File: src/design/impg_pkg.sv
package impg_pkg;

    // fixed-point formats
    localparam int FRAC_BITS = 16;
    localparam int PT_W      = FRAC_BITS + 4;
    localparam int COEF_W    = 17;
    localparam int OFS_W     = 18;
    localparam int PROD_W    = COEF_W + PT_W;
    localparam int SUM_W     = PROD_W + 1;
    localparam int SHIFT_W   = SUM_W - FRAC_BITS;
    localparam int PRE_W     = SHIFT_W + 1;

    // port field widths
    localparam int RAND_W  = 16;
    localparam int PPU_W   = 13;
    localparam int CFG_W   = 15;
    localparam int CIDX_W  = 2;
    localparam int PIX_W   = 14;
    localparam int MAP_W   = 2;
    localparam int TDATA_W = 32;

    // pixel scaling widths
    localparam int SCALE_W = PT_W + PPU_W + 1;
    localparam int SPIX_W  = 16;
    localparam int SUMP_W  = SPIX_W + 1;

    localparam logic signed [SUM_W-1:0] ROUND_HALF = SUM_W'(1) <<< (FRAC_BITS - 1);
    localparam logic signed [PT_W-1:0]  PT_MAX     = {1'b0, {(PT_W-1){1'b1}}};
    localparam logic signed [PT_W-1:0]  PT_MIN     = {1'b1, {(PT_W-1){1'b0}}};
    localparam logic [PIX_W-1:0]        PIX_MAX    = {PIX_W{1'b1}};

    // map thresholds: map chosen by rand_value < threshold
    localparam logic [RAND_W-1:0] THR_STEM  = 16'd6554;
    localparam logic [RAND_W-1:0] THR_LEFT  = 16'd29492;
    localparam logic [RAND_W-1:0] THR_RIGHT = 16'd52429;

    // configuration reset values
    localparam logic [PPU_W-1:0] PPU_RESET    = 13'd1000;
    localparam logic [CFG_W-1:0] OFFSET_RESET = 15'd3500;
    localparam logic [CFG_W-1:0] SIZE_RESET   = 15'd7000;

    typedef enum logic [MAP_W-1:0] {
        MAP_STEM  = 2'd0,
        MAP_LEFT  = 2'd1,
        MAP_RIGHT = 2'd2,
        MAP_TOP   = 2'd3
    } map_t;

    typedef enum logic [CIDX_W-1:0] {
        CFG_PIXELS_PER_UNIT = 2'd0,
        CFG_ORIGIN_OFFSET   = 2'd1,
        CFG_IMAGE_WIDTH     = 2'd2,
        CFG_IMAGE_HEIGHT    = 2'd3
    } cfg_reg_t;

    typedef enum logic {
        ENG_IDLE = 1'b0,
        ENG_ACC  = 1'b1
    } eng_state_t;

    // affine map coefficients: x' = a*x + b*y + e, y' = c*x + d*y + f
    typedef struct packed {
        logic signed [COEF_W-1:0] a;
        logic signed [COEF_W-1:0] b;
        logic signed [COEF_W-1:0] c;
        logic signed [COEF_W-1:0] d;
        logic signed [OFS_W-1:0]  e;
        logic signed [OFS_W-1:0]  f;
    } coef_t;

    // new point handed from engine to raster stage
    typedef struct packed {
        logic signed [PT_W-1:0] x;
        logic signed [PT_W-1:0] y;
        map_t                   map;
    } coord_t;

    // coefficients rounded to 16 fraction bits
    function automatic coef_t map_coef(input map_t m);
        coef_t k;
        case (m)
            MAP_STEM:
            begin
                k.a = 17'sd9175;   k.b = 17'sd655;     k.e = -18'sd5243;
                k.c = 17'sd0;      k.d = 17'sd33423;   k.f = -18'sd85852;
            end
            MAP_LEFT:
            begin
                k.a = 17'sd28180;  k.b = 17'sd34079;   k.e = 18'sd97649;
                k.c = -17'sd29491; k.d = 17'sd32768;   k.f = -18'sd49152;
            end
            MAP_RIGHT:
            begin
                k.a = 17'sd29491;  k.b = -17'sd32113;  k.e = -18'sd106168;
                k.c = 17'sd30802;  k.d = 17'sd30802;   k.f = -18'sd48497;
            end
            MAP_TOP:
            begin
                k.a = 17'sd32113;  k.b = 17'sd0;       k.e = 18'sd1311;
                k.c = 17'sd0;      k.d = 17'sd33423;   k.f = 18'sd106168;
            end
            default:
            begin
                k = '0;
            end
        endcase
        return k;
    endfunction

endpackage

File: src/design/impg_front.sv
module impg_front
    import impg_pkg::*;
(
    input  logic              clk,
    input  logic              rst_n,
    input  logic              in_valid,
    output logic              in_ready,
    input  logic [RAND_W-1:0] rand_value,
    output logic              q_valid,
    output map_t              q_map,
    input  logic              q_pop
);

    map_t       slot_reg [2];
    logic       wr_ptr_reg, wr_ptr_next;
    logic       rd_ptr_reg, rd_ptr_next;
    logic [1:0] count_reg, count_next;
    logic       push;
    logic       pop;
    map_t       map_sel;

    // pick the map from the random fraction
    always_comb
    begin
        if (rand_value < THR_STEM)
            map_sel = MAP_STEM;
        else if (rand_value < THR_LEFT)
            map_sel = MAP_LEFT;
        else if (rand_value < THR_RIGHT)
            map_sel = MAP_RIGHT;
        else
            map_sel = MAP_TOP;
    end

    // two-entry queue toward the engine
    assign in_ready = (count_reg != 2'd2);
    assign push     = in_valid && in_ready;
    assign q_valid  = (count_reg != 2'd0);
    assign pop      = q_pop && q_valid;
    assign q_map    = slot_reg[rd_ptr_reg];

    always_comb
    begin
        wr_ptr_next = push ? ~wr_ptr_reg : wr_ptr_reg;
        rd_ptr_next = pop ? ~rd_ptr_reg : rd_ptr_reg;
        count_next  = count_reg + 2'(push) - 2'(pop);
    end

    always_ff @(posedge clk or negedge rst_n)
    begin
        if (!rst_n)
        begin
            wr_ptr_reg <= 1'b0;
            rd_ptr_reg <= 1'b0;
            count_reg  <= 2'd0;
        end
        else
        begin
            wr_ptr_reg <= wr_ptr_next;
            rd_ptr_reg <= rd_ptr_next;
            count_reg  <= count_next;
        end
    end

    // queue payload, no reset
    always_ff @(posedge clk)
    begin
        if (push)
            slot_reg[wr_ptr_reg] <= map_sel;
    end

endmodule

File: src/design/impg_engine.sv
module impg_engine
    import impg_pkg::*;
(
    input  logic   clk,
    input  logic   rst_n,
    input  logic   q_valid,
    input  map_t   q_map,
    output logic   q_pop,
    output logic   coord_valid,
    input  logic   coord_ready,
    output coord_t coord
);

    eng_state_t state_reg, state_next;

    logic signed [PT_W-1:0]   point_x_reg, point_y_reg;
    logic signed [PROD_W-1:0] prod_xa_reg, prod_xb_reg, prod_yc_reg, prod_yd_reg;
    map_t                     map_reg;
    coef_t                    k_mul, k_acc;
    logic                     start;
    logic                     finish;
    logic signed [SUM_W-1:0]  sum_x, sum_y;
    logic signed [SHIFT_W-1:0] sh_x, sh_y;
    logic signed [PRE_W-1:0]  pre_x, pre_y;
    logic signed [PT_W-1:0]   new_x, new_y;

    function automatic logic signed [PT_W-1:0] sat_point(input logic signed [PRE_W-1:0] v);
        logic signed [PT_W-1:0] r;
        if (v > PRE_W'(PT_MAX))
            r = PT_MAX;
        else if (v < PRE_W'(PT_MIN))
            r = PT_MIN;
        else
            r = v[PT_W-1:0];
        return r;
    endfunction

    // next state
    always_comb
    begin
        case (state_reg)
            ENG_IDLE: state_next = q_valid ? ENG_ACC : ENG_IDLE;
            ENG_ACC:  state_next = coord_ready ? ENG_IDLE : ENG_ACC;
            default:  state_next = ENG_IDLE;
        endcase
    end

    // outputs
    always_comb
    begin
        q_pop       = 1'b0;
        coord_valid = 1'b0;
        case (state_reg)
            ENG_IDLE: q_pop = q_valid;
            ENG_ACC:  coord_valid = 1'b1;
            default:
            begin
                q_pop       = 1'b0;
                coord_valid = 1'b0;
            end
        endcase
    end

    assign start  = q_pop;
    assign finish = coord_valid && coord_ready;
    assign k_mul  = map_coef(q_map);
    assign k_acc  = map_coef(map_reg);

    // sum products, round, floor shift, add offset, saturate
    always_comb
    begin
        sum_x = SUM_W'(prod_xa_reg) + SUM_W'(prod_xb_reg) + ROUND_HALF;
        sum_y = SUM_W'(prod_yc_reg) + SUM_W'(prod_yd_reg) + ROUND_HALF;
        sh_x  = sum_x[SUM_W-1:FRAC_BITS];
        sh_y  = sum_y[SUM_W-1:FRAC_BITS];
        pre_x = PRE_W'(sh_x) + PRE_W'(k_acc.e);
        pre_y = PRE_W'(sh_y) + PRE_W'(k_acc.f);
        new_x = sat_point(pre_x);
        new_y = sat_point(pre_y);
    end

    assign coord.x   = new_x;
    assign coord.y   = new_y;
    assign coord.map = map_reg;

    always_ff @(posedge clk or negedge rst_n)
    begin
        if (!rst_n)
        begin
            state_reg   <= ENG_IDLE;
            point_x_reg <= '0;
            point_y_reg <= '0;
        end
        else
        begin
            state_reg <= state_next;
            if (finish)
            begin
                point_x_reg <= new_x;
                point_y_reg <= new_y;
            end
        end
    end

    // products of the stored point, one multiply per term
    always_ff @(posedge clk)
    begin
        if (start)
        begin
            prod_xa_reg <= k_mul.a * point_x_reg;
            prod_xb_reg <= k_mul.b * point_y_reg;
            prod_yc_reg <= k_mul.c * point_x_reg;
            prod_yd_reg <= k_mul.d * point_y_reg;
            map_reg     <= q_map;
        end
    end

endmodule

File: src/design/impg_raster.sv
module impg_raster
    import impg_pkg::*;
(
    input  logic               clk,
    input  logic               rst_n,
    input  logic               cfg_write,
    input  logic [CIDX_W-1:0]  cfg_index,
    input  logic [CFG_W-1:0]   cfg_data,
    input  logic               coord_valid,
    output logic               coord_ready,
    input  coord_t             coord,
    output logic               out_valid,
    input  logic               out_ready,
    output logic [TDATA_W-1:0] out_data
);

    logic [PPU_W-1:0] ppu_reg;
    logic [CFG_W-1:0] offset_reg, width_reg, height_reg;

    logic   c_valid_reg, p_valid_reg, o_valid_reg;
    coord_t c_reg;
    logic signed [SCALE_W-1:0] p_x_reg, p_y_reg;
    map_t   p_map_reg, o_map_reg;
    logic [PIX_W-1:0] o_row_reg, o_col_reg;

    logic o_free, p_move, p_free, c_move, c_load;
    logic signed [PPU_W:0] ppu_s;
    logic [SPIX_W-1:0] pix_x, pix_y;
    logic [SUMP_W-1:0] col_sum, row_sum;
    logic [CFG_W-1:0]  width_m1, height_m1, row_diff;
    logic [PIX_W-1:0]  w_bound, h_bound, col_val, row_val;

    // configuration registers
    always_ff @(posedge clk or negedge rst_n)
    begin
        if (!rst_n)
        begin
            ppu_reg    <= PPU_RESET;
            offset_reg <= OFFSET_RESET;
            width_reg  <= SIZE_RESET;
            height_reg <= SIZE_RESET;
        end
        else if (cfg_write)
        begin
            case (cfg_reg_t'(cfg_index))
                CFG_PIXELS_PER_UNIT: ppu_reg    <= cfg_data[PPU_W-1:0];
                CFG_ORIGIN_OFFSET:   offset_reg <= cfg_data;
                CFG_IMAGE_WIDTH:     width_reg  <= cfg_data;
                CFG_IMAGE_HEIGHT:    height_reg <= cfg_data;
                default:             ppu_reg    <= ppu_reg;
            endcase
        end
    end

    // stage advance with back pressure from the output
    assign o_free      = !o_valid_reg || out_ready;
    assign p_move      = p_valid_reg && o_free;
    assign p_free      = !p_valid_reg || p_move;
    assign c_move      = c_valid_reg && p_free;
    assign coord_ready = !c_valid_reg || c_move;
    assign c_load      = coord_valid && coord_ready;

    always_ff @(posedge clk or negedge rst_n)
    begin
        if (!rst_n)
        begin
            c_valid_reg <= 1'b0;
            p_valid_reg <= 1'b0;
            o_valid_reg <= 1'b0;
        end
        else
        begin
            if (coord_ready)
                c_valid_reg <= coord_valid;
            if (p_free)
                p_valid_reg <= c_valid_reg;
            if (o_free)
                o_valid_reg <= p_valid_reg;
        end
    end

    // scale by pixels per unit
    assign ppu_s = $signed({1'b0, ppu_reg});

    always_ff @(posedge clk)
    begin
        if (c_load)
            c_reg <= coord;
        if (c_move)
        begin
            p_x_reg   <= c_reg.x * ppu_s;
            p_y_reg   <= c_reg.y * ppu_s;
            p_map_reg <= c_reg.map;
        end
        if (p_move)
        begin
            o_row_reg <= row_val;
            o_col_reg <= col_val;
            o_map_reg <= p_map_reg;
        end
    end

    // integer pixels, offset, clamp and row flip
    always_comb
    begin
        pix_x = (p_x_reg <= 0) ? '0 : p_x_reg[FRAC_BITS+SPIX_W-1:FRAC_BITS];
        pix_y = (p_y_reg <= 0) ? '0 : p_y_reg[FRAC_BITS+SPIX_W-1:FRAC_BITS];
        col_sum = SUMP_W'(pix_x) + SUMP_W'(offset_reg);
        row_sum = SUMP_W'(pix_y) + SUMP_W'(offset_reg);

        width_m1  = (width_reg == '0) ? '0 : width_reg - 1'b1;
        height_m1 = (height_reg == '0) ? '0 : height_reg - 1'b1;
        w_bound   = (width_m1 > CFG_W'(PIX_MAX)) ? PIX_MAX : width_m1[PIX_W-1:0];
        h_bound   = (height_m1 > CFG_W'(PIX_MAX)) ? PIX_MAX : height_m1[PIX_W-1:0];

        col_val = (col_sum > SUMP_W'(w_bound)) ? w_bound : col_sum[PIX_W-1:0];

        row_diff = height_m1 - row_sum[CFG_W-1:0];
        if (row_sum >= SUMP_W'(height_reg))
            row_val = h_bound;
        else if (row_diff > CFG_W'(h_bound))
            row_val = h_bound;
        else
            row_val = row_diff[PIX_W-1:0];
    end

    assign out_valid = o_valid_reg;
    assign out_data  = {{(TDATA_W-2*PIX_W-MAP_W){1'b0}}, o_map_reg, o_col_reg, o_row_reg};

endmodule

File: src/design/ifs_maple_point_generator_unit.sv
// channel     | direction | handshake                    | payload
// ------------+-----------+------------------------------+-----------------------------------
// s_axis      | in        | s_axis_tvalid/s_axis_tready  | tdata[15:0] rand_value
// m_axis      | out       | m_axis_tvalid/m_axis_tready  | tdata row[13:0] col[27:14] map[29:28]
// cfg         | in        | cfg_valid/cfg_ready          | cfg_index register, cfg_data value
//
// the point recurrence finishes one item before taking the next: four coefficient multiplies into
// registers, then sum, round, offset and saturate back into the point registers
// a two-entry queue after the input lets the front keep taking items while the
// engine or the output stalls; pixel scaling trails in three more stages
// reset returns the point to the origin and the registers to their defaults

module ifs_maple_point_generator_unit
    import impg_pkg::*;
(
    input  logic               clk,
    input  logic               rst_n,
    input  logic               s_axis_tvalid,
    output logic               s_axis_tready,
    input  logic [RAND_W-1:0]  s_axis_tdata,   // rand_value[15:0]
    output logic               m_axis_tvalid,
    input  logic               m_axis_tready,
    output logic [TDATA_W-1:0] m_axis_tdata,   // pixel_row[13:0], pixel_col[27:14], map_index[29:28]
    input  logic               cfg_valid,
    output logic               cfg_ready,
    input  logic [CIDX_W-1:0]  cfg_index,
    input  logic [CFG_W-1:0]   cfg_data
);

    logic   q_valid;
    map_t   q_map;
    logic   q_pop;
    logic   coord_valid;
    logic   coord_ready;
    coord_t coord;

    assign cfg_ready = 1'b1;

    // input acceptance and map selection
    impg_front u_front (
        .clk        (clk),
        .rst_n      (rst_n),
        .in_valid   (s_axis_tvalid),
        .in_ready   (s_axis_tready),
        .rand_value (s_axis_tdata),
        .q_valid    (q_valid),
        .q_map      (q_map),
        .q_pop      (q_pop)
    );

    // affine map recurrence
    impg_engine u_engine (
        .clk         (clk),
        .rst_n       (rst_n),
        .q_valid     (q_valid),
        .q_map       (q_map),
        .q_pop       (q_pop),
        .coord_valid (coord_valid),
        .coord_ready (coord_ready),
        .coord       (coord)
    );

    // pixel scaling, clamp and output register
    impg_raster u_raster (
        .clk         (clk),
        .rst_n       (rst_n),
        .cfg_write   (cfg_valid && cfg_ready),
        .cfg_index   (cfg_index),
        .cfg_data    (cfg_data),
        .coord_valid (coord_valid),
        .coord_ready (coord_ready),
        .coord       (coord),
        .out_valid   (m_axis_tvalid),
        .out_ready   (m_axis_tready),
        .out_data    (m_axis_tdata)
    );

endmodule

File: config.mk
export PLATFORM = sky130hd
export DESIGN_NAME = ifs_maple_point_generator_unit
export DESIGN_NICKNAME = d
export VERILOG_FILES = /design/src/design/impg_pkg.sv /design/src/design/impg_front.sv /design/src/design/impg_engine.sv /design/src/design/impg_raster.sv /design/src/design/ifs_maple_point_generator_unit.sv
export SDC_FILE = /design/constraint.sdc
export NUM_CORES = 2
export LEC_CHECK = 0
export BUFFER_PORTS_ARGS = -buffer_cell sky130_fd_sc_hd__buf_2
export CORE_UTILIZATION = 48
export DETAILED_ROUTE_END_ITERATION = 12
export PLACE_DENSITY_LB_ADDON = 0.1
export SYNTH_ARGS = -nofsm -noshare
export SYNTH_HDL_FRONTEND = slang
export SYNTH_SLANG_ARGS = --single-unit
File: constraint.sdc
create_clock -name clk -period 8.1 [get_ports clk]
set_input_delay 0.405 -clock clk [delete_from_list [all_inputs] [get_ports clk]]
set_output_delay 0.405 -clock clk [all_outputs]
set_load 0.005 [all_outputs]
==> metrics <==
Starting Density=48.5%; pre-CTS setup slack=154 ps; Final Cell Area=86200 sq um; launching point of the worst reg2reg path=u_engine.prod_yd_reg[12]; max cap viols=0; post-layout min period=7800 ps; Least-Margin Pin Slew=1050 ps; HPWL after detailed placement=180000 um; vias in the first global route=58800; Clock Pin Slew Worst Setup and Hold Paths=60 ps; Post-synth EDFFs=296; Root Buffer=clkbuf_16; Num CTS Buffers=50; Area Overhead vs Synth=7.53%; routed via count=54000; initial antenna violation count=7; TritonCTS clock tree=yes; Remaining DRCs=0; CTS H-tree lvls=2; setup violators final=0; Synth Flop Type=edfxtp_1; f_max=128 MHz; Max Buffers Root-to-Sink=3; max FFs per register=42; share of cells above drive strength 1=7.02%; Worst Setup EP=u_raster.c_reg[11]; # rows=149; Worst Setup SP=u_engine.prod_yd_reg[12]; Slew Limit Fails=0; worst-path maximum fanout=14; final period utilization=96.3%; syn_area_per_cell=9.96 sq um; fin nets=10700; Seq/Total Area, Yosys=14.4%; count of final hold-check violations=0; status=finished, final reports clean; Startpoint Class=flip-flop; Buffers on Ports=69; Clk Latency, worst-skew pair=690 ps; area of the mapped netlist=80200 sq um; worst flop-to-flop path endpoint=u_raster.c_reg[11]; Worst Setup End Kind=flip-flop; core area=165000 sq um; post-route setup slack=297 ps; GP Congestion=0.907; largest net degree at the start of global routing=136; Layout Skew=49.6 ps; Total Routing Usage GR=25.9%; Initial DRC Count=2833; Die Area=169000 sq um; post-synthesis async set-or-reset flop share=26.4%; die width=411 um; Yosys top cell by area=fa_1; YS warnings=0; CP arrival=8230 ps; HP Class=in -> reg; die height=411 um; Max-slew headroom=29.7%; first-pass GRT wire length=335000 um; FF-to-FF path depth=26; #FFs+latches synth=402; Syn Inst Count=8054; Setup TNS=0 ps; Yosys cell types=106; critical path required time=8520 ps; reg2reg setup slack=300 ps; Initial DRT Pass Iterations=5; I/O pin cnt=73; total gr overflow=0; Synth area leaders=fa_1, ha_1, edfxtp_1; routed vias/inst=5.18; Routed Antenna Nets=0; share of the synthesized area in the top cell type=36.7%; clock sink total=402; RSZ-0062 raised after global routing=false; Hold Slack=56.7 ps; Placed Area=84200 sq um; wire length per cell=20.2 um; WL final=210000 um; Setup Crit Path Kind=reg -> reg
-- synthesized netlist by cell type, types with 14 or more instances --
master and n:
a21oi_1 240, a31oi_1 24, nand2_1 531, xnor2_1 245, nor4_1 30, or3_1 18, edfxtp_1 296, dfrtp_1 79
ha_1 988, o211ai_1 15, and2_1 461, o21a_1 51, nor2b_1 174, and3_1 25, nor2_1 233, inv_1 1933
xor2_1 95, clkbuf_1 196, a21o_1 113, nand4_1 26, o311ai_1 14, a211oi_1 29, fa_1 1471, nand3_1 49
or2_2 15, nand2b_1 87, o21bai_1 34, o21ai_0 174, nor3_1 67, mux2i_1 21, mux2_2 72, dfstp_2 27
-- area by class of cell --
| type | count | area (sq um) |
|---|---|---|
| repair buffers | 299 | 2170 |
| clock inverters | 34 | 455 |
| inverters | 1936 | 7270 |
| clock buffers | 58 | 1390 |
| multi-input cells | 5506 | 60600 |
| diodes | 1 | 2.50 |
| well taps | 2189 | 2740 |
| fillers | 15200 | 79100 |
| flip-flops and latches | 402 | 11600 |
-- metal layers --
metal  wire (um)  global-route usage (%)
met1       91100                    34.5
met2      105000                    45.5
met3        7840                    2.20
met4        5800                    6.45
met5           9                       0
-- worst max-delay path, cell delays in order (launching register included) --
cell      delay, ps
edfxtp_1        500
ha_1            350
ha_1            320
a211oi_2        240
o21ai_1         130
a221o_1         380
and2_4          180
a211oi_4        330
a21oi_1         150
o21a_1          260
o31ai_1         500
nand2_1         160
and2_1          230
o21a_1          180
nor2_1          430
ha_1            370
and3_2          200
and2_2          220
and3_1          180
a221oi_1        300
o21ai_0         210
a311oi_1        380
and2b_2         270
o21ai_1         150
and2_1          570
buf_4           260
o21ai_2          50
-- metrics by stage --
step | util, % | std cells
final | 52.1 | 10400
after global routing | 52.1 | 10400
after CTS | 52.1 | 10400
after detailed placement | 50.9 | 10300
after global placement | 50.9 | 10300
after floorplan | - | 8065
-- what timing repair did --
action,CTS,global route
hold endpoints to repair,64,0
resized for setup,0,27
hold buffers,10,0
endpoints found under the setup margin,0,34
setup buffers,0,0
-- cells by family (layout without fill, tap and decap cells) --
family / Yosys count / after routing / synth area share, %
AOI/OAI and AO/OA: 842 / 842 / 6.94
xor gates and xnor gates: 342 / 342 / 3.75
adders and majority gates: 2459 / 2459 / 52.1
buffers and inverters: 2157 / 2327 / 10.2
DFF: 402 / 402 / 14.4
muxes: 98 / 98 / 1.35
other: 2 / 14 / 0.00937
and+or+nand+nor: 1752 / 1752 / 11.2
-- layout by cell type (no fill, tap or decap), types with 51 or more instances in the layout --
| master | synthesis | layout |
|---|---|---|
| nor2_1 | 233 | 232 |
| buf_4 | 4 | 214 |
| xor2_1 | 95 | 95 |
| and2_1 | 461 | 457 |
| mux2_2 | 72 | 72 |
| dfrtp_1 | 79 | 78 |
| inv_1 | 1933 | 1931 |
| o21ai_0 | 174 | 171 |
| ha_1 | 988 | 986 |
| o21a_1 | 51 | 51 |
| clkbuf_16 | 0 | 54 |
| nor2b_1 | 174 | 170 |
| nor3_1 | 67 | 67 |
| xnor2_1 | 245 | 245 |
| nand2b_1 | 87 | 87 |
| edfxtp_1 | 296 | 296 |
| a21oi_1 | 240 | 238 |
| fa_1 | 1471 | 1471 |
| a21o_1 | 113 | 113 |
| buf_2 | 5 | 68 |
| nand2_1 | 531 | 530 |
-- worst min path at each step --
stage	depth (start not counted)	start	endpoint
3_3_place_gp	0	u_raster.p_map_reg[1]	u_raster.o_map_reg[1]
3_5_place_dp	0	u_raster.p_map_reg[1]	u_raster.o_map_reg[1]
2_1_floorplan	0	rst_n	u_engine.point_x_reg[0]
6_report	2	cfg_data[2]	u_raster.offset_reg[2]
5_1_grt	2	cfg_data[2]	u_raster.offset_reg[2]
4_1_cts	4	m_axis_tready	u_raster.p_valid_reg
Power is left out: the tool's default activity adds up to more than one toggle a clock period on the data nets, which glitch-free logic cannot reach.
